## config.mk

```make
export PLATFORM = sky130hd
export DESIGN_NAME = array_list_insert_locate_top
export DESIGN_NICKNAME = d
export VERILOG_FILES = /design/src/rtl/core/alil_pkg.sv /design/src/rtl/core/alil_ctrl.sv /design/src/rtl/core/alil_dp.sv /design/src/rtl/core/array_list_insert_locate_top.sv
export SDC_FILE = /design/constraint.sdc
export NUM_CORES = 1
export LEC_CHECK = 0
export BUFFER_PORTS_ARGS = -buffer_cell sky130_fd_sc_hd__buf_4
export CORE_MARGIN = 4
export CORE_UTILIZATION = 40
export CTS_BUF_LIST = sky130_fd_sc_hd__clkbuf_2 sky130_fd_sc_hd__clkbuf_4 sky130_fd_sc_hd__clkbuf_8
export CTS_CLUSTER_DIAMETER = 120
export DETAILED_ROUTE_END_ITERATION = 7
export GPL_ROUTABILITY_DRIVEN = 0
export GPL_TIMING_DRIVEN = 0
export SLEW_MARGIN = 20
export SYNTH_ARGS = -nofsm -noshare
export SYNTH_HDL_FRONTEND = slang
export SYNTH_SLANG_ARGS = --single-unit
```

## constraint.sdc

```tcl
create_clock -name clk -period 8.53 [get_ports clk]
set_clock_uncertainty 0.05 [all_clocks]
set_input_delay 0.853 -clock clk [delete_from_list [all_inputs] [get_ports clk]]
set_output_delay 0.853 -clock clk [all_outputs]
set_load 0.01 [all_outputs]
```

## src/rtl/core/alil_pkg.sv

```systemverilog
`default_nettype none

package alil_pkg;

	localparam int CAPACITY_DEF = 64;

	localparam int KIND_W   = 2;
	localparam int POS_W    = 7;
	localparam int VAL_W    = 8;
	localparam int STATUS_W = 2;
	localparam int INDEX_W  = 7;
	localparam int LEN_W    = 7;

	typedef enum logic [KIND_W-1:0] {
		OP_INSERT   = 2'd0,
		OP_LOCATE   = 2'd1,
		OP_CLEAR    = 2'd2,
		OP_TRAVERSE = 2'd3
	} op_t;

	typedef enum logic [STATUS_W-1:0] {
		ST_OK        = 2'd0,
		ST_BAD_POS   = 2'd1,
		ST_FULL      = 2'd2,
		ST_NOT_FOUND = 2'd3
	} status_t;

	typedef enum logic [2:0] {
		EM_NONE,
		EM_OK,
		EM_BAD_POS,
		EM_FULL,
		EM_NOT_FOUND,
		EM_FOUND,
		EM_ELEM
	} emit_t;

	typedef enum logic [2:0] {
		S_IDLE,
		S_DECODE,
		S_SH_RD,
		S_SH_WR,
		S_INS_WR,
		S_RD,
		S_CHK
	} state_t;

	typedef struct packed {
		logic  load;
		logic  rd_prev;
		logic  shift_wr;
		logic  ins_wr;
		logic  clr;
		logic  idx_inc;
		emit_t emit;
	} ctrl_cmd_t;

	typedef struct packed {
		op_t  op;
		logic pos_bad;
		logic full;
		logic no_shift;
		logic len_zero;
		logic shift_last;
		logic match;
		logic at_end;
	} dp_stat_t;

endpackage

`default_nettype wire

```

## src/rtl/core/alil_ctrl.sv

```systemverilog
`default_nettype none

module alil_ctrl (
	input  wire                  clk,
	input  wire                  arst_n,
	input  wire                  start,
	input  alil_pkg::dp_stat_t   stat,
	output logic                 busy,
	output alil_pkg::ctrl_cmd_t  cmd
);

	import alil_pkg::*;

	state_t state_q;
	state_t state_d;

	always_ff @(posedge clk or negedge arst_n) begin
		if (!arst_n) begin
			state_q <= S_IDLE;
		end else begin
			state_q <= state_d;
		end
	end

	always_comb begin
		state_d = state_q;
		unique case (state_q)
			S_IDLE: begin
				if (start) begin
					state_d = S_DECODE;
				end
			end
			S_DECODE: begin
				unique case (stat.op)
					OP_INSERT: begin
						priority if (stat.pos_bad || stat.full || stat.no_shift) begin
							state_d = S_IDLE;
						end else begin
							state_d = S_SH_RD;
						end
					end
					OP_LOCATE, OP_TRAVERSE: begin
						state_d = stat.len_zero ? S_IDLE : S_RD;
					end
					OP_CLEAR: begin
						state_d = S_IDLE;
					end
					default: begin
						state_d = S_IDLE;
					end
				endcase
			end
			S_SH_RD: begin
				state_d = S_SH_WR;
			end
			S_SH_WR: begin
				state_d = stat.shift_last ? S_INS_WR : S_SH_RD;
			end
			S_INS_WR: begin
				state_d = S_IDLE;
			end
			S_RD: begin
				state_d = S_CHK;
			end
			S_CHK: begin
				if (stat.at_end || (stat.op == OP_LOCATE && stat.match)) begin
					state_d = S_IDLE;
				end else begin
					state_d = S_RD;
				end
			end
			default: begin
				state_d = S_IDLE;
			end
		endcase
	end

	always_comb begin
		busy         = (state_q != S_IDLE);
		cmd          = '0;
		cmd.emit     = EM_NONE;
		unique case (state_q)
			S_IDLE: begin
				cmd.load = start;
			end
			S_DECODE: begin
				unique case (stat.op)
					OP_INSERT: begin
						priority if (stat.pos_bad) begin
							cmd.emit = EM_BAD_POS;
						end else if (stat.full) begin
							cmd.emit = EM_FULL;
						end else if (stat.no_shift) begin
							cmd.ins_wr = 1'b1;
							cmd.emit   = EM_OK;
						end else begin
							cmd.emit = EM_NONE;
						end
					end
					OP_LOCATE: begin
						if (stat.len_zero) begin
							cmd.emit = EM_NOT_FOUND;
						end
					end
					OP_CLEAR: begin
						cmd.clr  = 1'b1;
						cmd.emit = EM_OK;
					end
					OP_TRAVERSE: begin
						if (stat.len_zero) begin
							cmd.emit = EM_OK;
						end
					end
					default: begin
						cmd.emit = EM_NONE;
					end
				endcase
			end
			S_SH_RD: begin
				cmd.rd_prev = 1'b1;
			end
			S_SH_WR: begin
				cmd.shift_wr = 1'b1;
			end
			S_INS_WR: begin
				cmd.ins_wr = 1'b1;
				cmd.emit   = EM_OK;
			end
			S_RD: begin
				cmd.emit = EM_NONE;
			end
			S_CHK: begin
				if (stat.op == OP_LOCATE) begin
					priority if (stat.match) begin
						cmd.emit = EM_FOUND;
					end else if (stat.at_end) begin
						cmd.emit = EM_NOT_FOUND;
					end else begin
						cmd.idx_inc = 1'b1;
					end
				end else begin
					cmd.emit    = EM_ELEM;
					cmd.idx_inc = !stat.at_end;
				end
			end
			default: begin
				cmd.emit = EM_NONE;
			end
		endcase
	end

endmodule

`default_nettype wire

```

## src/rtl/core/alil_dp.sv

```systemverilog
`default_nettype none

module alil_dp #(
	parameter int CAPACITY = alil_pkg::CAPACITY_DEF
) (
	input  wire                               clk,
	input  wire                               arst_n,
	input  wire  [alil_pkg::KIND_W-1:0]       kind,
	input  wire  [alil_pkg::POS_W-1:0]        position,
	input  wire  [alil_pkg::VAL_W-1:0]        value,
	input  alil_pkg::ctrl_cmd_t               cmd,
	output alil_pkg::dp_stat_t                stat,
	output logic                              result_valid,
	output logic [alil_pkg::STATUS_W-1:0]     status,
	output logic [alil_pkg::INDEX_W-1:0]      found_index,
	output logic [alil_pkg::VAL_W-1:0]        element,
	output logic                              has_element,
	output logic [alil_pkg::LEN_W-1:0]        current_length,
	output logic                              last
);

	import alil_pkg::*;

	localparam int LW = $clog2(CAPACITY + 1);
	localparam int AW = $clog2(CAPACITY);

	logic [VAL_W-1:0] mem [CAPACITY];

	op_t              op_q;
	logic [POS_W-1:0] pos_q;
	logic [VAL_W-1:0] val_q;
	logic [LW-1:0]    len_q;
	logic [LW-1:0]    idx_q;
	logic [VAL_W-1:0] rd_q;

	logic [LW-1:0]    len_next;
	logic [LW-1:0]    idx_p1;
	logic [LW-1:0]    idx_m1;
	logic [POS_W:0]   len_p1_w;
	logic [POS_W-1:0] pos_m1;
	logic [AW-1:0]    rd_addr;

	logic                result_valid_q;
	logic [STATUS_W-1:0] status_q;
	logic [INDEX_W-1:0]  found_index_q;
	logic [VAL_W-1:0]    element_q;
	logic                has_element_q;
	logic [LEN_W-1:0]    current_length_q;
	logic                last_q;

	assign idx_p1   = idx_q + LW'(1);
	assign idx_m1   = idx_q - LW'(1);
	assign len_p1_w = (POS_W + 1)'(len_q) + (POS_W + 1)'(1);
	assign pos_m1   = pos_q - POS_W'(1);
	assign rd_addr  = cmd.rd_prev ? idx_m1[AW-1:0] : idx_q[AW-1:0];

	always_comb begin
		priority if (cmd.clr) begin
			len_next = '0;
		end else if (cmd.ins_wr) begin
			len_next = len_q + LW'(1);
		end else begin
			len_next = len_q;
		end
	end

	always_comb begin
		stat.op         = op_q;
		stat.pos_bad    = (pos_q == '0) || ({1'b0, pos_q} > len_p1_w);
		stat.full       = (len_q == LW'(CAPACITY));
		stat.no_shift   = ({1'b0, pos_q} == len_p1_w);
		stat.len_zero   = (len_q == '0);
		stat.shift_last = (POS_W'(idx_q) == pos_q);
		stat.match      = (rd_q == val_q);
		stat.at_end     = (idx_p1 == len_q);
	end

	always_ff @(posedge clk) begin
		rd_q <= mem[rd_addr];
		if (cmd.shift_wr) begin
			mem[idx_q[AW-1:0]] <= rd_q;
		end else if (cmd.ins_wr) begin
			mem[pos_m1[AW-1:0]] <= val_q;
		end
	end

	always_ff @(posedge clk) begin
		if (cmd.load) begin
			op_q  <= op_t'(kind);
			pos_q <= position;
			val_q <= value;
		end
	end

	always_ff @(posedge clk or negedge arst_n) begin
		if (!arst_n) begin
			len_q <= '0;
			idx_q <= '0;
		end else begin
			len_q <= len_next;
			priority if (cmd.load) begin
				idx_q <= (op_t'(kind) == OP_INSERT) ? len_q : '0;
			end else if (cmd.shift_wr) begin
				idx_q <= idx_m1;
			end else if (cmd.idx_inc) begin
				idx_q <= idx_p1;
			end
		end
	end

	always_ff @(posedge clk or negedge arst_n) begin
		if (!arst_n) begin
			result_valid_q <= 1'b0;
		end else begin
			result_valid_q <= (cmd.emit != EM_NONE);
		end
	end

	always_ff @(posedge clk) begin
		if (cmd.emit != EM_NONE) begin
			status_q         <= ST_OK;
			found_index_q    <= '0;
			element_q        <= '0;
			has_element_q    <= 1'b0;
			current_length_q <= LEN_W'(len_next);
			last_q           <= 1'b1;
			unique case (cmd.emit)
				EM_BAD_POS: begin
					status_q <= ST_BAD_POS;
				end
				EM_FULL: begin
					status_q <= ST_FULL;
				end
				EM_NOT_FOUND: begin
					status_q <= ST_NOT_FOUND;
				end
				EM_FOUND: begin
					found_index_q <= INDEX_W'(idx_p1);
				end
				EM_ELEM: begin
					element_q     <= rd_q;
					has_element_q <= 1'b1;
					last_q        <= stat.at_end;
				end
				default: begin
					status_q <= ST_OK;
				end
			endcase
		end
	end

	assign result_valid   = result_valid_q;
	assign status         = status_q;
	assign found_index    = found_index_q;
	assign element        = element_q;
	assign has_element    = has_element_q;
	assign current_length = current_length_q;
	assign last           = last_q;

endmodule

`default_nettype wire

```

## src/rtl/core/array_list_insert_locate_top.sv

```systemverilog
// One item at a time; start is taken when busy is low, results cannot be stalled.
// Clear, rejected inserts and inserts at the tail finish in the decode state. Other inserts
// shift each element from the position on up one place (read, then write), then insert.
// Locate and traverse read and check the elements in order; traverse emits one beat per element.
// Asynchronous active-low reset empties the list; element memory is not cleared.
`default_nettype none

module array_list_insert_locate_top #(
	parameter int CAPACITY = alil_pkg::CAPACITY_DEF
) (
	input  wire                               clk,
	input  wire                               arst_n,
	input  wire                               start,
	output logic                              busy,
	input  wire  [alil_pkg::KIND_W-1:0]       kind,
	input  wire  [alil_pkg::POS_W-1:0]        position,
	input  wire  [alil_pkg::VAL_W-1:0]        value,
	output logic                              result_valid,
	output logic [alil_pkg::STATUS_W-1:0]     status,
	output logic [alil_pkg::INDEX_W-1:0]      found_index,
	output logic [alil_pkg::VAL_W-1:0]        element,
	output logic                              has_element,
	output logic [alil_pkg::LEN_W-1:0]        current_length,
	output logic                              last
);

	import alil_pkg::*;

	ctrl_cmd_t cmd;
	dp_stat_t  stat;

	alil_ctrl u_ctrl (
		.clk    (clk),
		.arst_n (arst_n),
		.start  (start),
		.stat   (stat),
		.busy   (busy),
		.cmd    (cmd)
	);

	alil_dp #(
		.CAPACITY (CAPACITY)
	) u_dp (
		.clk            (clk),
		.arst_n         (arst_n),
		.kind           (kind),
		.position       (position),
		.value          (value),
		.cmd            (cmd),
		.stat           (stat),
		.result_valid   (result_valid),
		.status         (status),
		.found_index    (found_index),
		.element        (element),
		.has_element    (has_element),
		.current_length (current_length),
		.last           (last)
	);

endmodule

`default_nettype wire
```

======== Word-level counts from Yosys, hierarchy flattened ========
Memory sizes are Yosys's and may differ from the RTL's. A register that Yosys moved wholly into a read port is not among the register bits.
Cells that the tools add are included.
word-level totals
  flip-flop bits (word level) ............. 61
  bits in writable memories ............... 512
  bits of input ports ..................... 20
  output and inout port bits .............. 28
  word-level logic and storage cells ...... 103
  memories kept ........................... 1
operators by class
  add/sub/neg operators ................... 5
  magnitude comparators ................... 1
  equal/unequal tests ..................... 20
  multiplexer cells ....................... 47
  reductions and logical operators ........ 16
memory list
  memory    depth  width  read ports  clocked after Yosys merged registers in  write ports  RTL line       source
  u_dp.mem  64     8      1           1                                        1            alil_dp.sv:27  logic [VAL_W-1:0] mem [CAPACITY];
operator list
  operator                                                                number
  7-bit 2-to-1 mux                                                        6
  3-bit 2-to-1 mux                                                        9
  1-bit 2-to-1 mux                                                        21
  3-bit equality test (second input constant)                             6
  3-bit case mux with 3 select lines                                      2
  3-bit case mux with 6 select lines                                      1
  7-bit by 1-bit adder with 7-bit output (second input constant)          2
  7-bit equality test                                                     2
  7-bit logical NOT                                                       2
  3-bit by 2-bit equality test with 1-bit output (second input constant)  4
  6-bit 2-to-1 mux                                                        2
  3-bit case mux with 4 select lines                                      1
  3-bit nonzero test                                                      3
  7-bit by 1-bit adder with 8-bit output (second input constant)          1
  7-bit by 8-bit equality test with 1-bit output                          1
  8-bit equality test                                                     1
  7-bit by 8-bit > comparator with 1-bit output                           1
  8-bit 2-to-1 mux                                                        1
  8-bit OR reduction                                                      1
  7-bit equality test (second input constant)                             1
  7-bit by 1-bit subtractor with 7-bit output (second input constant)     1
  2-bit case mux with 3 select lines                                      1
  6-bit by 1-bit subtractor with 6-bit output (second input constant)     1
  2-bit equality test (second input constant)                             2
  12 further kinds                                                        16

======== Longest topological paths before layout ========
  word-level depth ........................ 12
  mapped depth ............................ 16
  mapped depth without buffers ............ 13

======== Modules after synthesis ========
From an unflattened synthesis, not the netlist that was laid out.
second synthesis, totals
  cell total of the unflattened synthesis .. 2006
  area, all modules ....................... 28125.7 sq um
by module, submodules not included
  module     instances  cells each  area each (sq um)  sequential area each (sq um)
  alil_dp    1          1958        27771.6            17201.5
  alil_ctrl  1          48          354.1              75.1

======== Worst setup path before layout ========
No wires, ideal clock.
  path kind ............................... register to register
  start ................................... reg u_dp.len_q[0]
  end ..................................... mem u_dp.mem[63][0] (enable)
  library setup time ...................... 0.419 ns
  arrival ................................. 4.023 ns
  required time ........................... 8.061 ns
  setup slack ............................. 4.037 ns
  cell stages (with the launch flop) ...... 13
  clock period less this slack ............ 4.493 ns
  cells stage by stage .................... dfrtp_1 > ha_1 > nand3_1 > nor2_1 > xnor2_1 > ha_1 > nand4_1 > a311oi_1 > a32oi_1 > nor3_1 > a21o_1 > o211ai_1 > a2111oi_0
on the way
  word-level cells in the longest chain between the ends .. 12
  elaborated cells on any way between the ends .. 16
  classes of those cells .................. add/sub (1); order compare (1); eq/ne (2); mux (10); reduce/logical (2)
ends and longest elaborated chain
  item                                                                            RTL line         source
  from (decl)                                                                     alil_dp.sv:32    logic [LW-1:0] len_q;
  from (signal assigned)                                                          alil_dp.sv:100   len_q <= len_next;
  branches (longest 4 deep; another with 7-bit by 1-bit adder with 8-bit output)  -
  1-bit 2-to-1 mux *                                                              alil_ctrl.sv:89  priority if (stat.pos_bad) begin
  1-bit 2-to-1 mux *                                                              alil_ctrl.sv:87  unique case (stat.op)
  1-bit case mux with 2 select lines *                                            alil_ctrl.sv:82  unique case (state_q)
  1-bit 2-to-1 mux *                                                              alil_dp.sv:82    end else if (cmd.ins_wr) begin
  1-bit 2-to-1 mux *                                                              alil_dp.sv:80    if (cmd.shift_wr) begin
  1-bit 2-to-1 mux (not written as such) *                                        alil_dp.sv:83    mem[pos_m1[AW-1:0]] <= val_q;
  8-bit OR reduction (no line)                                                    -
  6-bit 2-to-1 mux (no line) / 1-bit 2-to-1 mux (equally long branches)           -
  to (decl)                                                                       alil_dp.sv:27
Mark *: on every way between the ends.

======== Worst setup path after layout ========
  start ................................... reg u_dp.idx_q[1]
  end ..................................... reg u_dp.rd_q[1], read port of u_dp.mem
on the way
  word-level cells in the longest chain between the ends .. 2
ends and longest elaborated chain
  item                                         RTL line        source
  from (decl)                                  alil_dp.sv:33   logic [LW-1:0] idx_q;
  from (signal assigned)                       alil_dp.sv:102  idx_q <= (op_t'(kind) == OP_INSERT) ? len_q : '0;
  from (signal assigned)                       alil_dp.sv:104  idx_q <= idx_m1;
  from (signal assigned)                       alil_dp.sv:106  idx_q <= idx_p1;
  7-bit by 1-bit subtractor with 7-bit output  alil_dp.sv:52   assign idx_m1 = idx_q - LW'(1);
  6-bit 2-to-1 mux *                           alil_dp.sv:55   assign rd_addr = cmd.rd_prev ? idx_m1[AW-1:0] : idx_q[AW-1:0];
  to (decl)                                    alil_dp.sv:34   logic [VAL_W-1:0] rd_q;
Every way passes the cells marked *; elsewhere a longest branch is shown, timed or not.
A chain may end at the register's enable or synchronous reset.

==> flow_summary.ini <==
[run_status]
outcome = finished, final reports clean

[clock_network]
postCtsResizedCells = 0
cts_made_buffers = 95
clk_pin_slew_ps = 60
h-tree-depth = 3
clock_sinks = 581
cts_root_buf = clkbuf_8
cts_tree = done
clk_latency_ps = 710
clockBufferDepth = 3

[power_and_ir_drop]
vdd_drop_max_mv = 0.1614
power.density_mw_per_mm2 = 395.2
p_leak_uw = 0.009309

[timing]
fin_crit_ps = 6253
hold_viol = 0
min_period_over_period_pct = 73.31
final-setup-viol-count = 0
drv_slew = 0
fin_ws_ps = 2277
timing.fmax_mhz = 159.9
setup_tns_ps = 0
tightest_slew_ps = 1176
rsz0062_at_grt = false
whs_ps = 287.9
max-slew-margin-rel_pct = 21.29

[placed_design]
dpl_worst_slack_ps = 2321
post-place-cells = 2615
postPlaceCellArea_mm2 = 0.02596
numPortBuffers = 47
hpwlAfterDp_um = 51000

[job]
max_cap_violations = 0

[worst_setup_path]
crit_chain = clkbuf_1 -> buf_1 -> inv_1 -> ha_1 -> nor4bb_1 -> buf_2 -> xnor2_2 -> clkbuf_1 -> clkbuf_1 -> mux2i_1 -> a32oi_1 -> and3_1 -> nor4_1 -> nand4_1
max_stage_delay_ps = 770
cp_slowest_cell = nor4_1
cp-end-kind = flip-flop
arrival_ps = 6690
crit_fanout = 10
worstPathRequired_ps = 8970
cp_common_cell = clkbuf_1
critPathKind = flip-flop to flip-flop
cp-start-kind = flip-flop

[synthesis]
synth_area_leaders = edfxtp_1, nand2_1, mux4_2
syn-num-nets = 1805
postSynthAreaPerCell_um2 = 13.74
ys_ff_latch = 581
synth.top_cell.area_share_pct = 68.43
synth_ff_type = edfxtp_1
synth_top_family_by_area = simple AND/OR/NAND/NOR gates
synthSimpleGateAreaFrac_pct = 13.58
synthMuxAreaShare_pct = 4.968
ys_types = 67
synth_edf_count = 555
synth_async_sr_flop_share_pct = 3.098
yosysMostFrequentCell = edfxtp_1
synthTopCellsByCount = edfxtp_1, nand2_1, nand3_1
yosys.area.top_type = edfxtp_1
synth_cells = 1772
synth_warnings = 0
syn-cell-area_mm2 = 0.02435
yosysSeqAreaShare_pct = 70.94
synth-compound-area-share_pct = 5.774
synthAdderAreaFrac_pct = 0.6679
synth-xor-area-share_pct = 2.029

[layout]
final_area_mm2 = 0.02784
multiInputGateArea_mm2 = 0.006648
regArea_mm2 = 0.01728
layoutNonFillerInstCount = 2790
drive_gt1_share_pct = 15.30
nNetsFinal = 1964
n_fill_cell = 5320
area_growth_pct = 14.30

[route]
drtIter0Drc = 1955
vias_per_cell = 5.858
drt.antenna.violating_nets = 0
dr.pass1.iters = 7
routedWlPerCell_um = 26.58
wl_um = 74160
drc = 0
via_count = 16340

[global_route]
grt_max_degree = 65
grt_usage_pct = 22.87
grt-ovfl-total = 0
antenna_found_initial = 1
grt_pass1_wl_um = 107900
grt_pass1_vias = 15980

[floorplan]
dieArea_mm2 = 0.06490
io_pins = 48
core_mm2 = 0.06036
chipHeight_um = 254.8
die_x_um = 254.8
start_util_pct = 40.35
rows = 90

[hold_path]
hp-class = input port to flip-flop
==> flip-flops by register name (all words and copies together) (netlist names), 8 cells and up <==
signal and flops:
u_dp.rd_q 8, u_dp.val_q 8, u_dp.mem 512, u_dp.element 8
==> cells by family after synthesis <==
family                     after synthesis
and+or+nand+nor                        739
DFF                                    581
AOI/OAI and AO/OA                      201
buffers and inverters                  113
muxes                                   76
xor gates and xnor gates                49
adders and majority gates               13
==> layout by cell type, fill, tap and decap left out, types with 31 or more instances in the layout <==
cell type  synthesis  routed
buf_4              2      52
and3_1            31      31
clkbuf_8           0     101
nor2_1           114     111
nand3_1          118     118
mux4_2            32      32
mux2i_1           41      40
a21oi_1           51      51
clkbuf_4           0      34
nand2_1          362     354
a32oi_1           37      37
clkbuf_1          48      48
buf_2             35      37
edfxtp_1         555     555
==> path summary, 6_finish.rpt <==
path / from / endpoint / slack, ps / cells past startpoint
worst max-delay path: u_dp.idx_q[1] / u_dp.rd_q[1] / 2280 / 14
worst min-delay path: position[6] / u_dp.pos_q[6] / 290 / 1
worst max register to register: u_dp.idx_q[1] / u_dp.rd_q[1] / 2280 / 14
worst min register to register: u_dp.rd_q[3] / u_dp.element[3] / 550 / 1
max in group asynchronous: arst_n / u_dp.result_valid / 7650 / 2
min in group asynchronous: arst_n / u_dp.len_q[0] / 550 / 2
==> critical path: cells and delay by family, from the launching register on <==
family	cells	cell delay (ps)
xor+xnor	1	610
mux	1	330
flops	1	350
compound gates	1	90
simple gates	4	1510
buf+inv	6	2790
fa+ha+maj	1	300
==> per-layer routing <==
layer  global-route usage [%]  up-vias  part of all wire [%]
met5                        0        -                     0
li1                         -     7023                     -
met3                    5.568      212                    10
met4                    10.27        0                   4.6
met1                    30.16     8175                    39
met2                    36.25      934                    46
==> metrics by stage <==
stage / power [µW] / util, %
global placement: 8442 / 42.56
finish: 11000 / 46.12
floorplan: 6478 / -
global route: 11400 / 46.12
CTS: 10930 / 46.10
detailed placement: 8567 / 43.01
==> report_power, final <==
part,internal (µW),switching (µW)
sequential,3700,84.7
clock,1270,1120
combinational,1360,3470
==> area by class of cell <==
class	count	share of cell area, %
clock inverters	37	0.7641
flip-flops and latches	581	62.06
repair buffers	62	2.063
well taps	782	3.515
multi-input cells	1078	23.88
plain buffers	98	1.587
diodes	2	0.01798
clock buffers	135	5.910
inverters	15	0.2023
==> what timing repair did <==
item | 4_1_cts | 5_1_grt
hold endpoints to repair | 18 | 0
setup buffers | 0 | 0
setup endpoints to repair | 0 | 0
hold buffers | 1 | 0
Power figures use the tool's default switching activity.
